## src/rtl/core/qte_pkg.sv

```systemverilog
`timescale 1ns / 1ps
package qte_pkg;

	localparam int Q_W    = 16;
	localparam int P_W    = 32;
	localparam int T_W    = 34;
	localparam int M_W    = 33;
	localparam int S_W    = 30;
	localparam int V_W    = 57;
	localparam int R_W    = 29;
	localparam int X_W    = 37;
	localparam int Z_W    = 34;
	localparam int A_W    = 16;
	localparam int PR_W   = 64;
	localparam int SQRT_STEPS = 29;

	localparam logic signed [T_W-1:0] ONE_Q28   = T_W'(64'sd1 << 28);
	localparam logic signed [T_W-1:0] NEG_Q28   = -ONE_Q28;
	localparam logic [16:0]           LOCK_MUL  = 17'd100000;
	localparam logic [M_W+16:0]       LOCK_REF  = (M_W+17)'(64'd99999 << 28);
	localparam logic [V_W-1:0]        TWO_P56   = V_W'(64'd1 << 56);
	localparam logic signed [Z_W-1:0] HALF_TURN = Z_W'(64'sd1 << 31);
	localparam logic [30:0]           PI_Q29    = 31'd1686629713;
	localparam logic [16:0]           ANGLE_MAX = 17'd25736;

	typedef enum logic [2:0] {
		ORD_XYZ = 3'd0,
		ORD_YXZ = 3'd1,
		ORD_XZY = 3'd2,
		ORD_YZX = 3'd3,
		ORD_ZXY = 3'd4,
		ORD_ZYX = 3'd5
	} order_t;

	typedef struct packed {
		logic signed [T_W-1:0] yz_p;
		logic signed [T_W-1:0] yz_m;
		logic signed [T_W-1:0] xz_p;
		logic signed [T_W-1:0] xz_m;
		logic signed [T_W-1:0] xy_p;
		logic signed [T_W-1:0] xy_m;
		logic signed [T_W-1:0] dx;
		logic signed [T_W-1:0] dy;
		logic signed [T_W-1:0] dz;
	} terms_t;

	typedef struct packed {
		order_t                order;
		logic                  lk;
		logic signed [S_W-1:0] sc;
		logic signed [T_W-1:0] n1;
		logic signed [T_W-1:0] d1;
		logic signed [T_W-1:0] n2;
		logic signed [T_W-1:0] d2;
	} side_t;

	typedef struct packed {
		order_t     order;
		logic       lk;
		logic [2:0] zero;
	} tag_t;

	function automatic logic [31:0] atan_ba(input int unsigned i);
		logic [31:0] r;
		case (i)
			0:  r = 32'h20000000;
			1:  r = 32'h12E4051E;
			2:  r = 32'h09FB385B;
			3:  r = 32'h051111D4;
			4:  r = 32'h028B0D43;
			5:  r = 32'h0145D7E1;
			6:  r = 32'h00A2F61E;
			7:  r = 32'h00517C55;
			8:  r = 32'h0028BE53;
			9:  r = 32'h00145F2F;
			10: r = 32'h000A2F98;
			11: r = 32'h000517CC;
			12: r = 32'h00028BE6;
			13: r = 32'h000145F3;
			14: r = 32'h0000A2FA;
			15: r = 32'h0000517D;
			16: r = 32'h000028BE;
			17: r = 32'h0000145F;
			18: r = 32'h00000A30;
			19: r = 32'h00000518;
			20: r = 32'h0000028C;
			21: r = 32'h00000146;
			22: r = 32'h000000A3;
			23: r = 32'h00000051;
			default: r = 32'h0;
		endcase
		return r;
	endfunction

endpackage

```

## src/rtl/core/qte_sqrt_cell.sv

```systemverilog
`timescale 1ns / 1ps
module qte_sqrt_cell import qte_pkg::*; #(
	parameter int K = 28
) (
	input  logic           clk,
	input  logic           en,
	input  logic [V_W-1:0] rem_in,
	input  logic [R_W-1:0] root_in,
	input  side_t          side_in,
	output logic [V_W-1:0] rem_s1,
	output logic [R_W-1:0] root_s1,
	output side_t          side_s1
);

	logic [V_W+1:0] trial;
	logic           fits;

	assign trial = ((V_W+2)'(root_in) << (K + 1)) + ((V_W+2)'(1) << (2 * K));
	assign fits  = {2'b00, rem_in} >= trial;

	always_ff @(posedge clk) begin
		if (en) begin
			rem_s1  <= fits ? V_W'({2'b00, rem_in} - trial) : rem_in;
			root_s1 <= fits ? (root_in | (R_W'(1) << K)) : root_in;
			side_s1 <= side_in;
		end
	end

endmodule

```

## config.mk

```make
export PLATFORM = sky130hd
export DESIGN_NAME = qte_sqrt_cell
export DESIGN_NICKNAME = d
export VERILOG_FILES = /design/src/rtl/core/qte_pkg.sv /design/src/rtl/core/qte_sqrt_cell.sv
export SDC_FILE = /design/constraint.sdc
export NUM_CORES = 1
export LEC_CHECK = 0
export ABC_AREA = 1
export BUFFER_PORTS_ARGS = -buffer_cell sky130_fd_sc_hd__clkbuf_2
export CAP_MARGIN = 0
export CORE_AREA = 4 4 197 199
export CTS_BUF_LIST = sky130_fd_sc_hd__clkbuf_4 sky130_fd_sc_hd__clkbuf_8
export DETAILED_ROUTE_END_ITERATION = 12
export DIE_AREA = 0 0 201 203
export HOLD_SLACK_MARGIN = 0.15
export PLACE_DENSITY = 0.55
export SKIP_LAST_GASP = 1
export SLEW_MARGIN = 5
export SYNTH_ARGS = -nofsm -noshare
export SYNTH_HDL_FRONTEND = slang
export SYNTH_SLANG_ARGS = --single-unit
```

## constraint.sdc

```tcl
create_clock -name clk -period 2.3 [get_ports clk]
set_clock_uncertainty 0.05 [all_clocks]
set_input_delay 0.46 -clock clk [delete_from_list [all_inputs] [get_ports clk]]
set_output_delay 0.46 -clock clk [all_outputs]
set_load 0.02 [all_outputs]
```

# Yosys cells after proc, flatten, opt, wreduce, memory -nomap -nowiden
# Index checks and enable logic that the tools add are counted.
totals:
  ramBits: 0
  wordCells: 14
  output_inout_bits: 256
  latchBits: 0
  inputBits: 258
  mem_bits_ro: 0
  mem_count: 0
  reg_bits: 256
classes:
  div: 0
  n_addsub: 2
  reduce_logical: 0
  order_cmp: 1
  n_eq_ne: 0
  mul: 0
  n_shift: 0
  n_bitwise: 0
  mux: 1
op_table:
  columns: ["op", "n"]
  rows:
  - ["adder 58 x 57 -> 59 bit, second input constant", 1]
  - ["greater-or-equal comparator 57 x 59 -> 1 bit", 1]
  - ["2-to-1 mux 57 bit", 1]
  - ["subtractor 57 bit", 1]

# Depth between registers and ports, before layout
logic_depth:
  word_depth: 3
  depth_mapped: 16
  depth_no_buf: 14

# Worst setup path after synthesis
# Ideal clock, no wire load.
synth_timing:
  path_kind: "input-to-reg"
  startpoint: "in rem_in[29]"
  endpoint: "reg rem_s1[32] (data pin)"
  required_ns: 1.998
  setup_ns: 0.252
  path_slack_ns: 0.061
  arrival_ns: 1.937
  cell_stages: 14
  n_path_buf: 2
  cell_sequence: "inv_1 -> ha_1 -> inv_1 -> fa_1 -> nand2_1 -> nand3_2 -> nand2_1 -> nand2_1 -> nand2_1 -> nand3_2 -> buf_6 -> buf_12 -> nand2_2 -> nand2_1"
synth_between:
  elab_chain_len: 2
  word_cells_on_any_way: 3
  cone_classes: "add/sub (1); order compare (1); mux (1)"
synth_lines:
  columns: ["item", "line", "rtl"]
  rows:
  - ["from (decl)", "qte_sqrt_cell.sv:7", "input logic [V_W-1:0] rem_in,"]
  - ["subtractor 57 bit / greater-or-equal comparator 57 x 59 -> 1 bit (equally long branches)", "qte_sqrt_cell.sv:23, qte_sqrt_cell.sv:19", null]
  - ["2-to-1 mux 57 bit (*)", "qte_sqrt_cell.sv:23", "rem_s1 <= fits ? V_W'({2'b00, rem_in} - trial) : rem_in;"]
  - ["to (signal assigned)", "qte_sqrt_cell.sv:23", null]
  - ["to (decl)", "qte_sqrt_cell.sv:10", "output logic [V_W-1:0] rem_s1,"]
# Every way passes the cells marked *; elsewhere a longest branch is shown, timed or not.
# A chain may end at the register's enable or synchronous reset.

# Worst setup path in the final report
layout_timing:
  startpoint: "in root_in[22]"
  endpoint: "reg rem_s1[29] (data pin)"
layout_between:
  elab_chain_len: 3
layout_lines:
  columns: ["item", "line", "rtl"]
  rows:
  - ["from (decl)", "qte_sqrt_cell.sv:8", "input logic [R_W-1:0] root_in,"]
  - ["adder 58 x 57 -> 59 bit", "qte_sqrt_cell.sv:18", "assign trial = ((V_W+2)'(root_in) << (K + 1)) + ((V_W+2)'(1) << (2 * K));"]
  - ["greater-or-equal comparator 57 x 59 -> 1 bit", "qte_sqrt_cell.sv:19", "assign fits = {2'b00, rem_in} >= trial;"]
  - ["2-to-1 mux 57 bit", "qte_sqrt_cell.sv:23", null]
# Every way passes these cells.

==> summary.md <==
| Metric | Value |
|---|---|
| Remaining number of nets flagged by the antenna check after routing | 0 |
| Clk buf depth | 3 |
| Area delta synth->final | 69.5% |
| Cell area after synthesis | 10800 um^2 |
| Endpoint class of the critical path | flop |
| Dominant combinational cell family by area after synthesis | simple AND/OR/NAND/NOR gates |
| Drt initial violations | 597 |
| Number of library cell types mapped by synthesis | 30 |
| # setup viols final | 0 |
| Synth Net Count | 1171 |
| Final-report max-slew violation count | 0 |
| DP Wirelength | 35900 um |
| Via count of the routed design | 10.2k |
| Die outline area | 40800 um^2 |
| Global route overflow | 0 |
| Non-Filler Cell Area, Final | 18300 um^2 |
| Io pins | 514 |
| Startpoint-to-endpoint class of the critical path | in -> reg |
| Core Area | 37200 um^2 |
| First drt pass iteration count | 5 |
| Routed length per instance | 20.5 um |
| Global-route wire length before repair | 67400 um |
| Post-route clock period utilization | 96.1% |
| Cell row count | 71 |
| Register bit count reported by yosys | 256 |
| # Max-Cap Violations | 0 |
| Largest net degree at the start of global routing | 63 |
| Detail-routed via count per cell | 4.41 |
| Min Tclk post-route | 2.21 ns |
| Result of the run | complete, no violations |
| Initial antenna violation count | 10 |
| Leak Pwr | 8.79 nW |
| Worst hold margin | 0.218 ns |
| Worst Path Arrival | 2.49 ns |
| TritonCTS Buffers | 48 |
| Max IR drop VDD | 0.369 mV |
| Die span in y | 203 um |
| Final core utilization | 49.2% |
| Hold Crit Class | in -> reg |
| Ys Warns | 0 |
| Portion of the post-synthesis area used by sequential elements | 71.2% |
| Tightest Pin Transition | 0.379 ns |
| Worst Setup Start Kind | input port |
| Ratio of cells with drive above 1 in the final layout | 42.4% |
| Number of synthesized flops with an enable pin | 256 |
| Async SR Flop Fraction | 0% |
| Total track usage | 22.2% |
| Via count of the first global-routing pass | 10.4k |
| Portion of netlist area occupied by mux cells | 0% |
| Initial standard-cell utilization of the core | 29.0% |
| XOR/XNOR share of the synthesized area | 1.05% |
| Sink Count | 256 |
| TritonCTS clock tree | built |
| Clock input transition at the sequential cells of the worst setup and hold paths | 0.07 ns |
| Total power density per cell area | 708 nW/um^2 |
| Post-synth top flop | edfxtp_1 |
| Placed instance area | 14900 um^2 |
| Crit-path max FO | 8 |
| Die width | 201 um |
| Routability cong. | 0.927 |
| Clock root buffer master | clkbuf_8 |
| # nets final | 2082 |
| Cell count after placement | 1984 |
| IO buf count | 513 |
| Number of H-tree levels | 2 |
| Achievable clock frequency | 452 MHz |
| Post-Synthesis Cells | 882 |
| Wire length reported by the detailed router | 47300 um |
| Non-filler cells, final | 2309 |
| Average size of a mapped cell | 12.2 um^2 |
| Compound-Gate Fraction of Synth Area | 0.857% |
| Slew HR | 74.7% |
| Fraction of the mapped netlist area in adder cells | 3.66% |
| Fraction of the mapped netlist area in simple logic gates | 17.9% |
| Number of fillers in the final layout | 3397 |
| Number of hold-slack violations in the final timing report | 0 |
| Setup repair after global routing missed its margin | no |
| CP required | 2.58 ns |
| DRC violation count after routing | 0 |
power by group:
group | leakage, nW | switching, mW | total, mW | internal, mW
logic | 5.79 | 1.55 | 2.64 | 1.09
registers | 2.51 | 0.123 | 5.70 | 5.57
clock network | 0.501 | 2.02 | 4.63 | 2.61
total | 8.79 | 3.70 | 13.0 | 9.27
per-stage QoR:
| stage | setup WS, ns | TNS (ns) | power, mW |
|---|---|---|---|
| 2_1_floorplan | 0.0606 | 0 | 6.81 |
| 3_3_place_gp | -0.264 | -6.13 | 8.06 |
| 3_5_place_dp | -0.280 | -6.10 | 8.06 |
| 4_1_cts | 0.0232 | 0 | 13.1 |
| 5_1_grt | 0.00415 | 0 | 13.6 |
| 6_report | 0.0891 | 0 | 13.0 |
synthesized netlist by cell type (2+ instances only):
library cell | n | area, um^2
buf_4 | 2 | 15.0
and2_4 | 3 | 26.3
xor2_1 | 12 | 105
edfxtp_1 | 256 | 7690
inv_2 | 6 | 22.5
nand2_2 | 14 | 87.6
nand3_1 | 42 | 210
nor2_1 | 59 | 221
buf_6 | 3 | 33.8
nand3_2 | 22 | 220
nand2_1 | 246 | 923
ha_1 | 30 | 375
nor2_4 | 3 | 33.8
and2_1 | 5 | 31.3
nand3b_1 | 3 | 22.5
nand4_1 | 11 | 68.8
inv_1 | 128 | 480
a21oi_1 | 15 | 75.1
nor2_2 | 7 | 43.8
nor3_1 | 5 | 25.0
state kept, by name, summed over array words and instances (netlist names):
signal,flops
root_s1,29
side_s1,170
rem_s1,57
cell usage in the layout (no fill, tap or decap), types with 12 or more instances in the layout:
cell,count
a21oi_1,13
buf_4,115
clkbuf_2,512
clkbuf_8,49
dlygate4sd3_1,231
edfxtp_1,256
ha_1,26
inv_1,128
nand2_1,246
nand2_2,14
nand3_1,42
nand3_2,22
nor2_1,58
xor2_1,12
timing repair:
item | CTS | global route
endpoints found under the hold margin | 235 | 0
setup endpoints to repair | 0 | 28
resized for setup | 0 | 9
hold buffers | 231 | 0
setup buffers | 0 | 2
worst max-delay path, stage by stage:
cell and delay, ns:
dlygate4sd3_1 0.53, clkbuf_2 0.12, inv_1 0.06, ha_4 0.28, nand2_1 0.09, nor2_2 0.16
and2_4 0.19, and2_1 0.12, nand2_1 0.06, nand3_2 0.13, buf_6 0.17, o21ai_0 0.09
kinds of logic after synthesis:
| group | Yosys count |
|---|---|
| and+or+nand+nor | 423 |
| buffers and inverters | 141 |
| xor gates and xnor gates | 13 |
| AOI/OAI and AO/OA | 18 |
| adders and majority gates | 31 |
| DFF | 256 |
worst paths after layout:
kind   startpoint         end  slack, ns  depth (start not counted)
max   root_in[22]  rem_s1[29]       0.09                         12
min    rem_in[45]  rem_s1[45]       0.22                          4
area by class of cell:
| type | instances | area (um^2) | area share, % |
|---|---|---|---|
| Antenna cell | 7 | 17.5 | 0.0957 |
| Inverter | 134 | 503 | 2.75 |
| Clock inverter | 25 | 221 | 1.21 |
| Multi-Input combinational cell | 485 | 2610 | 14.2 |
| Timing Repair Buffer | 868 | 5920 | 32.4 |
| Clock buffer | 60 | 757 | 4.13 |
| Sequential cell | 256 | 7690 | 42.0 |
| Tap cell | 474 | 593 | 3.24 |
per-layer routing:
metal / track usage, % / wire length [um]
met5: 0 / 26
met4: 8.85 / 1920
met3: 6.48 / 3660
met2: 36.9 / 22700
met1: 27.3 / 18900
Power figures use the tool's default switching activity.
