[config.mk]
export PLATFORM = sky130hd
export DESIGN_NAME = qte_cordic_cell
export DESIGN_NICKNAME = d
export VERILOG_FILES = /design/src/rtl/core/qte_pkg.sv /design/src/rtl/core/qte_cordic_cell.sv
export SDC_FILE = /design/constraint.sdc
export NUM_CORES = 1
export LEC_CHECK = 0
export BUFFER_PORTS_ARGS = -buffer_cell sky130_fd_sc_hd__buf_2
export CORE_MARGIN = 8
export CORE_UTILIZATION = 30
export CTS_CLUSTER_DIAMETER = 80
export CTS_CLUSTER_SIZE = 12
export DETAILED_ROUTE_END_ITERATION = 10
export PLACE_DENSITY_LB_ADDON = 0.3
export SYNTH_ARGS = -nofsm -noshare
export SYNTH_HDL_FRONTEND = slang
export SYNTH_SLANG_ARGS = --single-unit
[constraint.sdc]
create_clock -name clk -period 3.4 [get_ports clk]
set_input_delay 0.34 -clock clk [delete_from_list [all_inputs] [get_ports clk]]
set_output_delay 0.34 -clock clk [all_outputs]
set_load 0.005 [all_outputs]
[src/rtl/core/qte_pkg.sv]
`timescale 1ns / 1ps
package qte_pkg;

	localparam int Q_W    = 16;
	localparam int P_W    = 32;
	localparam int T_W    = 34;
	localparam int M_W    = 33;
	localparam int S_W    = 30;
	localparam int V_W    = 57;
	localparam int R_W    = 29;
	localparam int X_W    = 37;
	localparam int Z_W    = 34;
	localparam int A_W    = 16;
	localparam int PR_W   = 64;
	localparam int SQRT_STEPS = 29;

	localparam logic signed [T_W-1:0] ONE_Q28   = T_W'(64'sd1 << 28);
	localparam logic signed [T_W-1:0] NEG_Q28   = -ONE_Q28;
	localparam logic [16:0]           LOCK_MUL  = 17'd100000;
	localparam logic [M_W+16:0]       LOCK_REF  = (M_W+17)'(64'd99999 << 28);
	localparam logic [V_W-1:0]        TWO_P56   = V_W'(64'd1 << 56);
	localparam logic signed [Z_W-1:0] HALF_TURN = Z_W'(64'sd1 << 31);
	localparam logic [30:0]           PI_Q29    = 31'd1686629713;
	localparam logic [16:0]           ANGLE_MAX = 17'd25736;

	typedef enum logic [2:0] {
		ORD_XYZ = 3'd0,
		ORD_YXZ = 3'd1,
		ORD_XZY = 3'd2,
		ORD_YZX = 3'd3,
		ORD_ZXY = 3'd4,
		ORD_ZYX = 3'd5
	} order_t;

	typedef struct packed {
		logic signed [T_W-1:0] yz_p;
		logic signed [T_W-1:0] yz_m;
		logic signed [T_W-1:0] xz_p;
		logic signed [T_W-1:0] xz_m;
		logic signed [T_W-1:0] xy_p;
		logic signed [T_W-1:0] xy_m;
		logic signed [T_W-1:0] dx;
		logic signed [T_W-1:0] dy;
		logic signed [T_W-1:0] dz;
	} terms_t;

	typedef struct packed {
		order_t                order;
		logic                  lk;
		logic signed [S_W-1:0] sc;
		logic signed [T_W-1:0] n1;
		logic signed [T_W-1:0] d1;
		logic signed [T_W-1:0] n2;
		logic signed [T_W-1:0] d2;
	} side_t;

	typedef struct packed {
		order_t     order;
		logic       lk;
		logic [2:0] zero;
	} tag_t;

	function automatic logic [31:0] atan_ba(input int unsigned i);
		logic [31:0] r;
		case (i)
			0:  r = 32'h20000000;
			1:  r = 32'h12E4051E;
			2:  r = 32'h09FB385B;
			3:  r = 32'h051111D4;
			4:  r = 32'h028B0D43;
			5:  r = 32'h0145D7E1;
			6:  r = 32'h00A2F61E;
			7:  r = 32'h00517C55;
			8:  r = 32'h0028BE53;
			9:  r = 32'h00145F2F;
			10: r = 32'h000A2F98;
			11: r = 32'h000517CC;
			12: r = 32'h00028BE6;
			13: r = 32'h000145F3;
			14: r = 32'h0000A2FA;
			15: r = 32'h0000517D;
			16: r = 32'h000028BE;
			17: r = 32'h0000145F;
			18: r = 32'h00000A30;
			19: r = 32'h00000518;
			20: r = 32'h0000028C;
			21: r = 32'h00000146;
			22: r = 32'h000000A3;
			23: r = 32'h00000051;
			default: r = 32'h0;
		endcase
		return r;
	endfunction

endpackage

[src/rtl/core/qte_cordic_cell.sv]
`timescale 1ns / 1ps
module qte_cordic_cell import qte_pkg::*; #(
	parameter int IDX = 0
) (
	input  logic                  clk,
	input  logic                  en,
	input  logic signed [X_W-1:0] x_in,
	input  logic signed [X_W-1:0] y_in,
	input  logic signed [Z_W-1:0] z_in,
	output logic signed [X_W-1:0] x_s1,
	output logic signed [X_W-1:0] y_s1,
	output logic signed [Z_W-1:0] z_s1
);

	logic signed [X_W-1:0] xs, ys;
	logic signed [Z_W-1:0] step;

	assign xs   = x_in >>> IDX;
	assign ys   = y_in >>> IDX;
	assign step = $signed({2'b00, atan_ba(IDX)});

	always_ff @(posedge clk) begin
		if (en) begin
			if (!y_in[X_W-1]) begin
				x_s1 <= x_in + ys;
				y_s1 <= y_in - xs;
				z_s1 <= z_in + step;
			end else begin
				x_s1 <= x_in - ys;
				y_s1 <= y_in + xs;
				z_s1 <= z_in - step;
			end
		end
	end

endmodule

Word-level counts from Yosys, hierarchy flattened
Cells that the tools add are included.
{ "op_classes": {"addsub": 5, "mux": 3} }
{ "ops": {"columns": ["cell", "n"], "rows": [
  ["two-way mux 37 bit", 2],
  ["subtractor 37 bit", 2],
  ["adder 37 bit", 1],
  ["adder 34 x 31 -> 34 bit (second input constant)", 1],
  ["two-way mux 34 bit", 1],
  ["subtractor 34 x 31 -> 34 bit (second input constant)", 1]
]} }
{ "totals": {"register_bits": 108, "inputBits": 110} }

Longest topological paths before layout
Gate-level depths: netlist of the first run.
{ "depth": {"depth_word": 2, "mapped_depth": 12, "mapped_depth_nobuf": 12} }

Worst setup path after synthesis of the first run
No wires, ideal clock.
{ "synth_path": {"kind": "input to register", "startpoint": "input port x_in[18]", "endpoint": "register y_s1[36], data pin", "arrival_time_ns": 2.469, "required_ns": 3.129, "slack_ns": 0.660, "cell_stages": 12, "path_cell_list": "inv_1 -> ha_1 -> buf_6 -> nor4_4 -> nand2_1 -> o211ai_1 -> a32oi_1 -> a31o_2 -> o211ai_1 -> or3b_1 -> a211oi_1 -> a211oi_1"} }
{ "synth_via": {"elab_chain_cells": 2, "elab_cells_between_ends": 3} }
{ "synth_lines": {"columns": ["item", "line", "text"], "rows": [
  ["start, declared", "qte_cordic_cell.sv:7", "input logic signed [X_W-1:0] x_in,"],
  ["subtractor 37 bit / adder 37 bit (equally long branches)", "qte_cordic_cell.sv:26, qte_cordic_cell.sv:30", null],
  ["two-way mux 37 bit *", "qte_cordic_cell.sv:24", "if (!y_in[X_W-1]) begin"],
  ["end signal, assigned", "qte_cordic_cell.sv:26", "y_s1 <= y_in - xs;"],
  ["end signal, assigned", "qte_cordic_cell.sv:30", "y_s1 <= y_in + xs;"],
  ["end, declared", "qte_cordic_cell.sv:11", "output logic signed [X_W-1:0] y_s1,"]
]} }
Every way passes the cells marked *; elsewhere a longest branch is shown, timed or not.
A chain may end at the register's enable or synchronous reset.

Final worst setup path of the first run
{ "layout_path": {"startpoint": "input port x_in[17]", "endpoint": "register x_s1[34], data pin"} }
{ "layout_via": {"elab_chain_cells": 2, "elab_cells_between_ends": 3} }
{ "layout_lines": {"columns": ["item", "line", "text"], "rows": [
  ["adder 37 bit / subtractor 37 bit (equally long branches)", "qte_cordic_cell.sv:25, qte_cordic_cell.sv:29", null],
  ["two-way mux 37 bit *", "qte_cordic_cell.sv:24", null],
  ["end signal, assigned", "qte_cordic_cell.sv:25", "x_s1 <= x_in + ys;"],
  ["end signal, assigned", "qte_cordic_cell.sv:29", "x_s1 <= x_in - ys;"],
  ["end, declared", "qte_cordic_cell.sv:10", "output logic signed [X_W-1:0] x_s1,"]
]} }
Marked as above.

==> impl_metrics.tcl, run 1 <==
set metrics [dict create \
    grt_pass1_wl_mm 52.2 \
    rsz0062_at_grt "false" \
    synth_ff_type "edfxtp_1" \
    syn_to_final_growth_pct 24.9 \
    grt_usage_pct 17.1 \
    pre_cts_ws_ns -0.248 \
    worstPathArrival_ns 3.36 \
    htree_levels 3 \
    io_pins 218 \
    async_flop_share_pct 0 \
    nFillCells 3414 \
    hold_depth 1 \
    initial_core_util_pct 30.4 \
    cp-end-kind "register" \
    period_share_pct 95.9 \
    diodes 0 \
    drv_slew 0 \
    fin_ws_ns 0.139 \
    first_global_vias 8969 \
    gp_congestion 0.932 \
    synthCells 1098 \
    slowest_stage "ha_1" \
    drt_iter0_drc 631 \
    leakage_uw 0.00563 \
    clk_pin_slew_ns 0.08 \
    cts-root-buf "clkbuf_16" \
    grt-ovfl-total 0 \
    synth-edff-count 107 \
    drive_above_1_share_pct 26.1 \
    crit_required_ns 3.50 \
    firstDrtPassIters 5 \
    cts_tree "done" \
    die-area_um2 39000 \
    instances_no_fill 1825 \
    worstHoldStart "z_in[10]" \
    die_x_um 198 \
    cts_resized 0 \
    post-route-min-period_ns 3.26 \
    maxClockFrequency_mhz 307 \
    setup_viol 0 \
    core_area_um2 32500 \
    grt_max_degree 62 \
    post_cts_buffers 0 \
    critical_path_class "in2reg" \
    cp-start-kind "input pin" \
    max_slew_margin_pct 52.7 \
    timing.setup.tns_ns 0 \
    final_hold_viol_count 0 \
    yosysWarningCount 0 \
    vias 9195 \
    cts_buffer_depth 2 \
    dp_hpwl_mm 28.7 \
    ys_seq_elements 107 \
    fp-row-count 66 \
    dp_cells 1809 \
    antenna_found_initial 1 \
    wl_per_cell_um 19.0 \
    whs_ns 0.148 \
    portBuffers 217 \
    yosysSeqAreaShare_pct 32.5 \
    numCtsBuffers 9 \
    min_to "z_s1[10]" \
    netlist_area_um2 9890 \
    die_h_um 198 \
    viasPerCell 5.04 \
    worstPathCellList "buf_2, inv_1, ha_1, nand2_1, or3_1, nor3b_1, or3b_1, nand4b_1, a211oi_1, a21oi_1, xnor2_1" \
    ant_nets 0 \
    max_stage_delay_ns 0.52 \
    syn_avg_cell_area_um2 9.00 \
    synthDistinctLibCells 75 \
    nets 1607 \
    cts_sinks 107 \
    peakVddDrop_mv 0.200 \
    remaining_drc_errors 0 \
    hold_path_class "in2reg" \
    routed_wl_mm 34.6 \
    worst_slew_pin_slew_ns 0.710 \
    maxCapViolations 0 \
    holdBufCountCts 0 \
    synth.net_count 1327 \
    p_per_area_nw_per_um2 378 \
    status "finished clean" \
    utilization_pct 38.0 \
    worstPathMaxFanout 10 \
]
kinds of logic after synthesis:
group,after synthesis,share of synthesized area [%]
AO/OA/AOI/OAI,363,23.7
AND/OR/NAND/NOR,252,13.0
buffers and inverters,163,6.83
adder cells (fa/ha/maj),119,15.4
flip-flops,107,32.5
XOR/XNOR,72,6.38
multiplexers,22,2.23
synth_stat cells, drive strengths merged (3+ instances only):
library cell | count | share of area [%]
nor2 | 62 | 2.4
clkinv | 3 | 0.11
xnor2 | 54 | 4.8
o21a | 9 | 0.76
a2111oi | 6 | 1.0
a31oi | 10 | 0.63
buf | 27 | 1.7
o31ai | 8 | 0.61
inv | 112 | 4.3
a221oi | 3 | 0.33
o211ai | 15 | 1.1
or2 | 7 | 0.44
nor3 | 23 | 1.2
fa | 4 | 0.81
or3 | 4 | 0.25
nor4 | 13 | 0.97
o22ai | 6 | 0.38
a211oi | 15 | 1.2
a21o | 26 | 2.0
nand2 | 56 | 2.2
ha | 115 | 15
clkbuf | 21 | 0.80
a31o | 4 | 0.44
o21ai | 73 | 3.7
a21boi | 5 | 0.38
nor3b | 7 | 0.53
edfxtp | 107 | 33
nand4 | 10 | 0.70
and3 | 7 | 0.44
nand3 | 21 | 1.1
mux2i | 22 | 2.2
nand3b | 3 | 0.23
nand2b | 13 | 0.82
a21oi | 133 | 6.7
and2 | 6 | 0.38
o21bai | 31 | 2.4
nor2b | 13 | 0.85
xor2 | 18 | 1.6
stage by stage:
step	instance area, µm²	power [µW]
after floorplan	9890	2780
after global placement	12000	3580
after detailed placement	12000	3590
after CTS	12300	4710
after global routing	12300	4920
final	12300	4670
power by group:
group | total [µW] | switching, µW | internal [µW]
Clock | 1100 | 522 | 579
Sequential | 1760 | 56.0 | 1710
Combinational | 1800 | 1050 | 754
flip-flops by register name, summed over array words and instances, names as in the netlist:
name / count
x_s1: 37
y_s1: 36
z_s1: 34
cell usage in the layout, fill, tap and decap left out, types with 4 or more instances in the layout:
cell,count
buf_2,216
a21oi_1,133
ha_1,115
inv_1,110
edfxtp_1,107
buf_4,100
o21ai_0,70
nor2_1,62
nand2_1,55
xnor2_1,54
o21bai_1,31
a21o_1,26
nor3_1,22
mux2i_1,22
nand3_1,21
xor2_1,18
o211ai_1,15
a211oi_1,14
nand2b_1,13
nor4_1,12
nor2b_1,12
a31oi_1,10
nand4_1,9
clkbuf_16,9
o31ai_1,8
o21a_1,8
or2_2,7
nor3b_1,7
and3_1,7
and2_1,6
o22ai_1,6
a21boi_0,5
or3_1,4
fa_1,4
how the worst max path moves through the flow:
stage | from | end | depth (start not counted)
after floorplan | x_in[18] | y_s1[36] | 12
after global placement | x_in[9] | x_s1[34] | 13
after detailed placement | x_in[7] | x_s1[34] | 13
after CTS | x_in[9] | x_s1[34] | 13
after global routing | x_in[9] | x_s1[34] | 13
final | x_in[17] | x_s1[34] | 11
routing by layer:
layer / GRT usage, % / up-vias / wire length, µm
met5: 0 / - / 13
met4: 4.62 / 2 / 535
met3: 2.67 / 35 / 2180
met2: 27.2 / 337 / 15700
met1: 23.8 / 4336 / 16200
li1: - / 4485 / -
critical path: cells and delay by family:
kind            cells  cell delay [ns]
fa+ha+maj           1             0.52
compound gates      2             0.33
xor+xnor            1             0.10
buf+inv             2             0.16
simple gates        5             1.90
final cells by class:
class	count	area [µm²]	area share, %
clock buffer	9	225	1.82
sequential	107	3210	26.0
inverter	115	432	3.50
timing repair buffer	317	1850	15.0
clock inverter	7	76.3	0.618
tap	442	553	4.48
multi-input combinational	828	6000	48.6
No activity file was read; power rests on OpenSTA's default activity.
==> run 2: changes to the inputs <==
==> constraint.sdc (replaced) <==
create_clock -name clk -period 4 [get_ports clk]
set_input_delay 0.4 -clock clk [delete_from_list [all_inputs] [get_ports clk]]
set_output_delay 0.4 -clock clk [all_outputs]
set_load 0.005 [all_outputs]
==> run 2 against run 1 <==
  * Final area decreased by 5.4%
  * Global-route usage decreased by 0.086 points
  * Non-clock buffer count is 83 lower
  * First-iteration DRC count grew 2.9%
  * Sequential cell count stayed put
  * Final cell count fell by 4.6%
  * Hold slack gained 0.062 ns
  * Count of clock-buffer cells in the layout unchanged
  * Sequential share of layout area up 1.5 points
  * Via count is 2.7% lower
  * Critical path depth grew 1
  * Combinational power is 21% lower
  * Largest cell class unchanged
  * Highest routed layer unchanged
==> impl_metrics.tcl, run 2 (synthesis results as in run 1) <==
set metrics [dict create \
    min_to "z_s1[26]" \
    hold_depth 1 \
    maxClockFrequency_mhz 300 \
    met1Wirelength_mm 15.7 \
    viasPerCell 5.14 \
    cts_tree "done" \
    cts_sinks 107 \
    crit_family "compound AO/OA/AOI/OAI gates" \
    maxCapViolations 0 \
    top_regs "x_s1 (37), y_s1 (36), z_s1 (34)" \
    nFillCells 3450 \
    cp-end-kind "register" \
    final_hold_viol_count 0 \
    p_per_area_nw_per_um2 324 \
    dp_hpwl_mm 27.4 \
    final_cell_mix "216 x buf_2, 133 x a21oi_1, 115 x ha_1, 110 x inv_1, 107 x edfxtp_1" \
    drv_slew 0 \
    htree_levels 3 \
    routed.top_layer "met5" \
    fp-row-count 66 \
    crit_buf_inv 2 \
    cts_buffer_depth 2 \
    period_share_pct 83.3 \
    worstPathCellList "buf_2, inv_1, ha_1, nor2b_2, a2111oi_4, o211ai_1, o211ai_1, o2bb2ai_1, o41ai_2, o21ai_0, mux2i_1, xnor2_1" \
    initial_core_util_pct 30.4 \
    peakVddDrop_mv 0.176 \
    grt_pass1_wl_mm 52.4 \
    core_area_um2 32500 \
    worstPathMaxFanout 15 \
    drive_above_1_share_pct 21.3 \
    crit_required_ns 4.11 \
    drt_iter0_drc 649 \
    critical_path_class "in2reg" \
    cts-root-buf "clkbuf_16" \
    grt_max_degree 86 \
    worstHoldStart "z_in[26]" \
    cp_common_cell "o211ai_1" \
    largest_reg_flops 37 \
    io_pins 218 \
    final_common_cell "buf_2" \
    remaining_drc_errors 0 \
    first_global_vias 8986 \
    setup_viol 0 \
    rsz0062_at_grt "false" \
    multi_input_area_um2 6000 \
    grt_usage_pct 17.0 \
    worstPathArrival_ns 3.44 \
    slowest_stage "ha_1" \
    die_h_um 198 \
    vias 8945 \
    post-route-min-period_ns 3.33 \
    timing.setup.tns_ns 0 \
    max_stage_delay_ns 0.62 \
    routed_wl_mm 33.8 \
    status "finished clean" \
    leakage_uw 0.00521 \
    seqCellArea_um2 3210 \
    hold_path_class "in2reg" \
    worst_slew_pin_slew_ns 0.985 \
    ant_nets 0 \
    die-area_um2 39000 \
    gp_congestion 0.915 \
    top_register "x_s1" \
    crit_start "x_in[12]" \
    numCtsBuffers 9 \
    max_slew_margin_pct 34.3 \
    diodes 0 \
    clk_pin_slew_ns 0.08 \
    syn_to_final_growth_pct 18.1 \
    nets 1524 \
    dp_cells 1726 \
    grt-ovfl-total 0 \
    portBuffers 217 \
    dr_wl_met2_mm 15.0 \
    holdBufCountCts 0 \
    wl_per_cell_um 19.4 \
    firstDrtPassIters 5 \
    post_cts_buffers 0 \
    cts_resized 0 \
    cp-start-kind "input pin" \
    die_x_um 198 \
    routed-wl-met3_mm 2.40 \
    antenna_found_initial 1 \
    instances_no_fill 1741 \
]
[run 2: cell count changes in the layout (fill, tap and decap cells not counted), sizes merged]
cell and change:
clkinvlp +1, buf -83, bufinv -1, inv -1
[run 2: layer usage]
| layer | track usage [%] | vias up |
|---|---|---|
| met4 | 5.01 | 2 |
| met5 | 0 | - |
| met2 | 26.6 | 356 |
| met3 | 3.05 | 45 |
| li1 | - | 4323 |
| met1 | 23.7 | 4219 |
[run 2: area by class of cell]
type,instances,share of cell area [%]
multi-input combinational,828,51.3
sequential,107,27.5
timing repair buffer,234,10.4
tap,442,4.74
inverter,115,3.70
clock buffer,9,1.93
clock inverter,6,0.364
[run 2: how the worst max path moves through the flow]
stage	end	slack [ns]	cells past startpoint
6_report	x_s1[29]	0.67	12
5_1_grt	y_s1[29]	0.39	12
4_1_cts	x_s1[29]	0.72	12
3_5_place_dp	x_s1[29]	0.35	12
3_3_place_gp	x_s1[29]	0.35	12
2_1_floorplan	y_s1[36]	1.20	12
[run 2: metrics by stage]
step	area (µm²)	total power [µW]	worst slack (ns)	hold WS (ns)	util, %
global placement	11400	2940	0.352	0.577	35.1
detailed placement	11400	2950	0.346	0.578	35.1
CTS	11700	3820	0.716	0.190	35.9
finish	11700	3780	0.667	0.210	35.9
global route	11700	4000	0.394	0.193	35.9
floorplan	9890	2360	1.20	0.499	-
[run 2: report_power, final]
group	internal [µW]	total, µW	switching [µW]	leakage (µW)
Combinational	558	1430	871	0.00403
Sequential	1450	1500	47.2	0.00105
Clock	421	854	433	0.000128
Total	2430	3780	1350	0.00521
==> run 3: changes to the inputs <==
--- a/config.mk
+++ b/config.mk
@@ -5,6 +5,7 @@
 export SDC_FILE = /design/constraint.sdc
 export NUM_CORES = 1
 export LEC_CHECK = 0
+export ABC_AREA = 1
 export BUFFER_PORTS_ARGS = -buffer_cell sky130_fd_sc_hd__buf_2
 export CORE_MARGIN = 8
 export CORE_UTILIZATION = 30
==> constraint.sdc (replaced) <==
create_clock -name clk -period 3.2 [get_ports clk]
set_input_delay 0.32 -clock clk [delete_from_list [all_inputs] [get_ports clk]]
set_output_delay 0.32 -clock clk [all_outputs]
set_load 0.005 [all_outputs]
==> run 3 against run 2 <==
  * Critical path depth is 2 lower
  * First-iteration DRC count is 42% higher
  * Total power is 34% higher
  * Via count is 31% higher
  * Sequential share of layout area is 3.5 points lower
  * Hold slack worse by 0.081 ns
  * Final area is 14% higher
  * Largest power group is now combinational cells
  * Highest routed layer is now met4
==> impl_metrics.tcl, run 3 <==
set metrics [dict create \
    holdBufCountCts 0 \
    hold_depth 1 \
    gp_congestion 0.978 \
    grt_max_degree 108 \
    synth-edff-count 107 \
    peakVddDrop_mv 0.222 \
    cts_sinks 107 \
    ys_seq_elements 107 \
    use_met2_pct 30.4 \
    ant_nets 0 \
    die_h_um 211 \
    post-route-min-period_ns 2.59 \
    crit_required_ns 3.29 \
    htree_levels 3 \
    timing.setup.tns_ns 0 \
    synth_ff_type "edfxtp_1" \
    min_to "z_s1[10]" \
    routed_wl_mm 48.3 \
    dp_cells 2411 \
    antenna_found_initial 1 \
    maxCapViolations 0 \
    drive_above_1_share_pct 16.0 \
    remaining_drc_errors 0 \
    yosysSeqAreaShare_pct 28.1 \
    post_cts_buffers 0 \
    largest_reg_flops 37 \
    async_flop_share_pct 0 \
    critical_path_class "in2reg" \
    worstPathCellList "buf_2, inv_1, ha_1, inv_1, a21oi_1, o21ai_1, a21oi_1, nand2_1, xor2_1, o22ai_1" \
    use_met3_pct 3.98 \
    setup_viol 0 \
    worstHoldStart "z_in[10]" \
    grt_usage_pct 21.2 \
    final_cell_mix "504 x nand2_1, 263 x inv_1, 216 x buf_2, 147 x nand3_1, 140 x nor2_1" \
    fp-row-count 71 \
    portBuffers 217 \
    yosysWarningCount 0 \
    wl_per_cell_um 19.9 \
    synth_common_cells "504 x nand2_1, 263 x inv_1, 147 x nand3_1" \
    io_pins 218 \
    final_common_cell "nand2_1" \
    diodes 0 \
    synthCells 1707 \
    nets 2140 \
    syn_avg_cell_area_um2 6.71 \
    p_per_area_nw_per_um2 380 \
    die_x_um 211 \
    syn_to_final_growth_pct 16.8 \
    grt-ovfl-total 0 \
    netlist_area_um2 11400 \
    die-area_um2 44700 \
    firstDrtPassIters 6 \
    top_regs "x_s1 (37), y_s1 (36), z_s1 (34)" \
    drv_slew 0 \
    busiest_layer "met1" \
    core_area_um2 37700 \
    synth_area_leaders "edfxtp_1 28%, nand2_1 17%, ha_1 13%" \
    max_stage_delay_ns 0.58 \
    hold_path_class "in2reg" \
    dp_hpwl_mm 41.4 \
    cts_tree "done" \
    top_register "x_s1" \
    period_share_pct 81.0 \
    clk_pin_slew_ns 0.08 \
    grt_pass1_wl_mm 71.3 \
    numCtsBuffers 9 \
    worst_slew_pin_slew_ns 0.650 \
    met1_usage_pct 31.8 \
    worstPathMaxFanout 9 \
    maxClockFrequency_mhz 386 \
    max_slew_margin_pct 56.6 \
    cp-start-kind "input pin" \
    initial_core_util_pct 30.4 \
    first_global_vias 11489 \
    yosysTopAreaCellShare_pct 28.1 \
    synth.most_common_cell "nand2_1" \
    final_hold_viol_count 0 \
    cts_resized 0 \
    drt_iter0_drc 924 \
    worstPathArrival_ns 2.68 \
    synthDistinctLibCells 41 \
    viasPerCell 4.84 \
    slowest_stage "ha_1" \
    vias 11752 \
    cp-end-kind "register" \
    rsz0062_at_grt "false" \
    synth_area_leader_cell "edfxtp_1" \
    cts-root-buf "clkbuf_16" \
    status "finished clean" \
    leakage_uw 0.00689 \
    whs_ns 0.129 \
    synth.net_count 1936 \
    cts_buffer_depth 2 \
    instances_no_fill 2427 \
]
run 3: cell count changes in the layout (fill, tap and decap cells not counted), sizes merged, moves of 21 or more:
cell   delta
nand3   +130
xnor2    -53
inv     +163
mux2i    -21
nand2   +457
nor2     +91
run 3: cell type report:
class	instances	area, µm²
Timing Repair Buffer	243	1320
Inverter	272	1020
Multi-Input combinational cell	1278	6890
Clock buffer	9	225
Tap cell	511	639
Sequential cell	107	3210
Fill cell	4226	24300
Clock inverter	7	56.3
run 3: per-stage QoR:
| step | total power (µW) | setup slack [ns] | utilization (%) | instance area, µm² |
|---|---|---|---|---|
| 6_report | 5070 | 0.607 | 35.5 | 13400 |
| 5_1_grt | 5400 | 0.447 | 35.5 | 13400 |
| 4_1_cts | 5100 | 0.670 | 35.5 | 13400 |
| 3_5_place_dp | 3980 | 0.288 | 34.7 | 13100 |
| 3_3_place_gp | 3980 | 0.216 | 34.7 | 13100 |
| 2_1_floorplan | 3070 | 1.17 | - | 11400 |
run 3: metal layers:
| metal | wire length [µm] | part of all wire, % |
|---|---|---|
| met5 | 0 | 0 |
| met4 | 877 | 1.8 |
| met3 | 3750 | 7.8 |
| met2 | 19200 | 40 |
| met1 | 24400 | 51 |
run 3: worst max-delay path by stage:
| stage | startpoint | to | slack [ns] | depth (start not counted) |
|---|---|---|---|---|
| floorplan | x_in[0] | x_s1[22] | 1.17 | 13 |
| global placement | x_in[13] | y_s1[27] | 0.22 | 14 |
| detailed placement | x_in[13] | y_s1[27] | 0.29 | 14 |
| CTS | x_in[13] | y_s1[27] | 0.67 | 14 |
| global route | x_in[13] | y_s1[27] | 0.45 | 14 |
| finish | x_in[10] | y_s1[17] | 0.61 | 10 |
run 3: cell families after synthesis:
group | after synthesis | share of synthesized area (%)
mux | 1 | 0.0875
compound gates | 274 | 13.2
simple gates | 852 | 31.2
flops | 107 | 28.1
fa+ha+maj | 119 | 13.3
buf+inv | 322 | 11.7
xor+xnor | 32 | 2.45
run 3: power breakdown:
part	switching, µW	leakage, µW	internal, µW
Clock	552	0.000143	543
Combinational	1460	0.00570	689
Sequential	59.7	0.00105	1770
Total	2070	0.00689	3000
run 3: worst max-delay path, delay by kind of cell:
kind            cells  cell delay [ns]
xor+xnor            1             0.19
buf+inv             3             0.40
fa+ha+maj           1             0.58
simple gates        1             0.17
compound gates      4             1.02
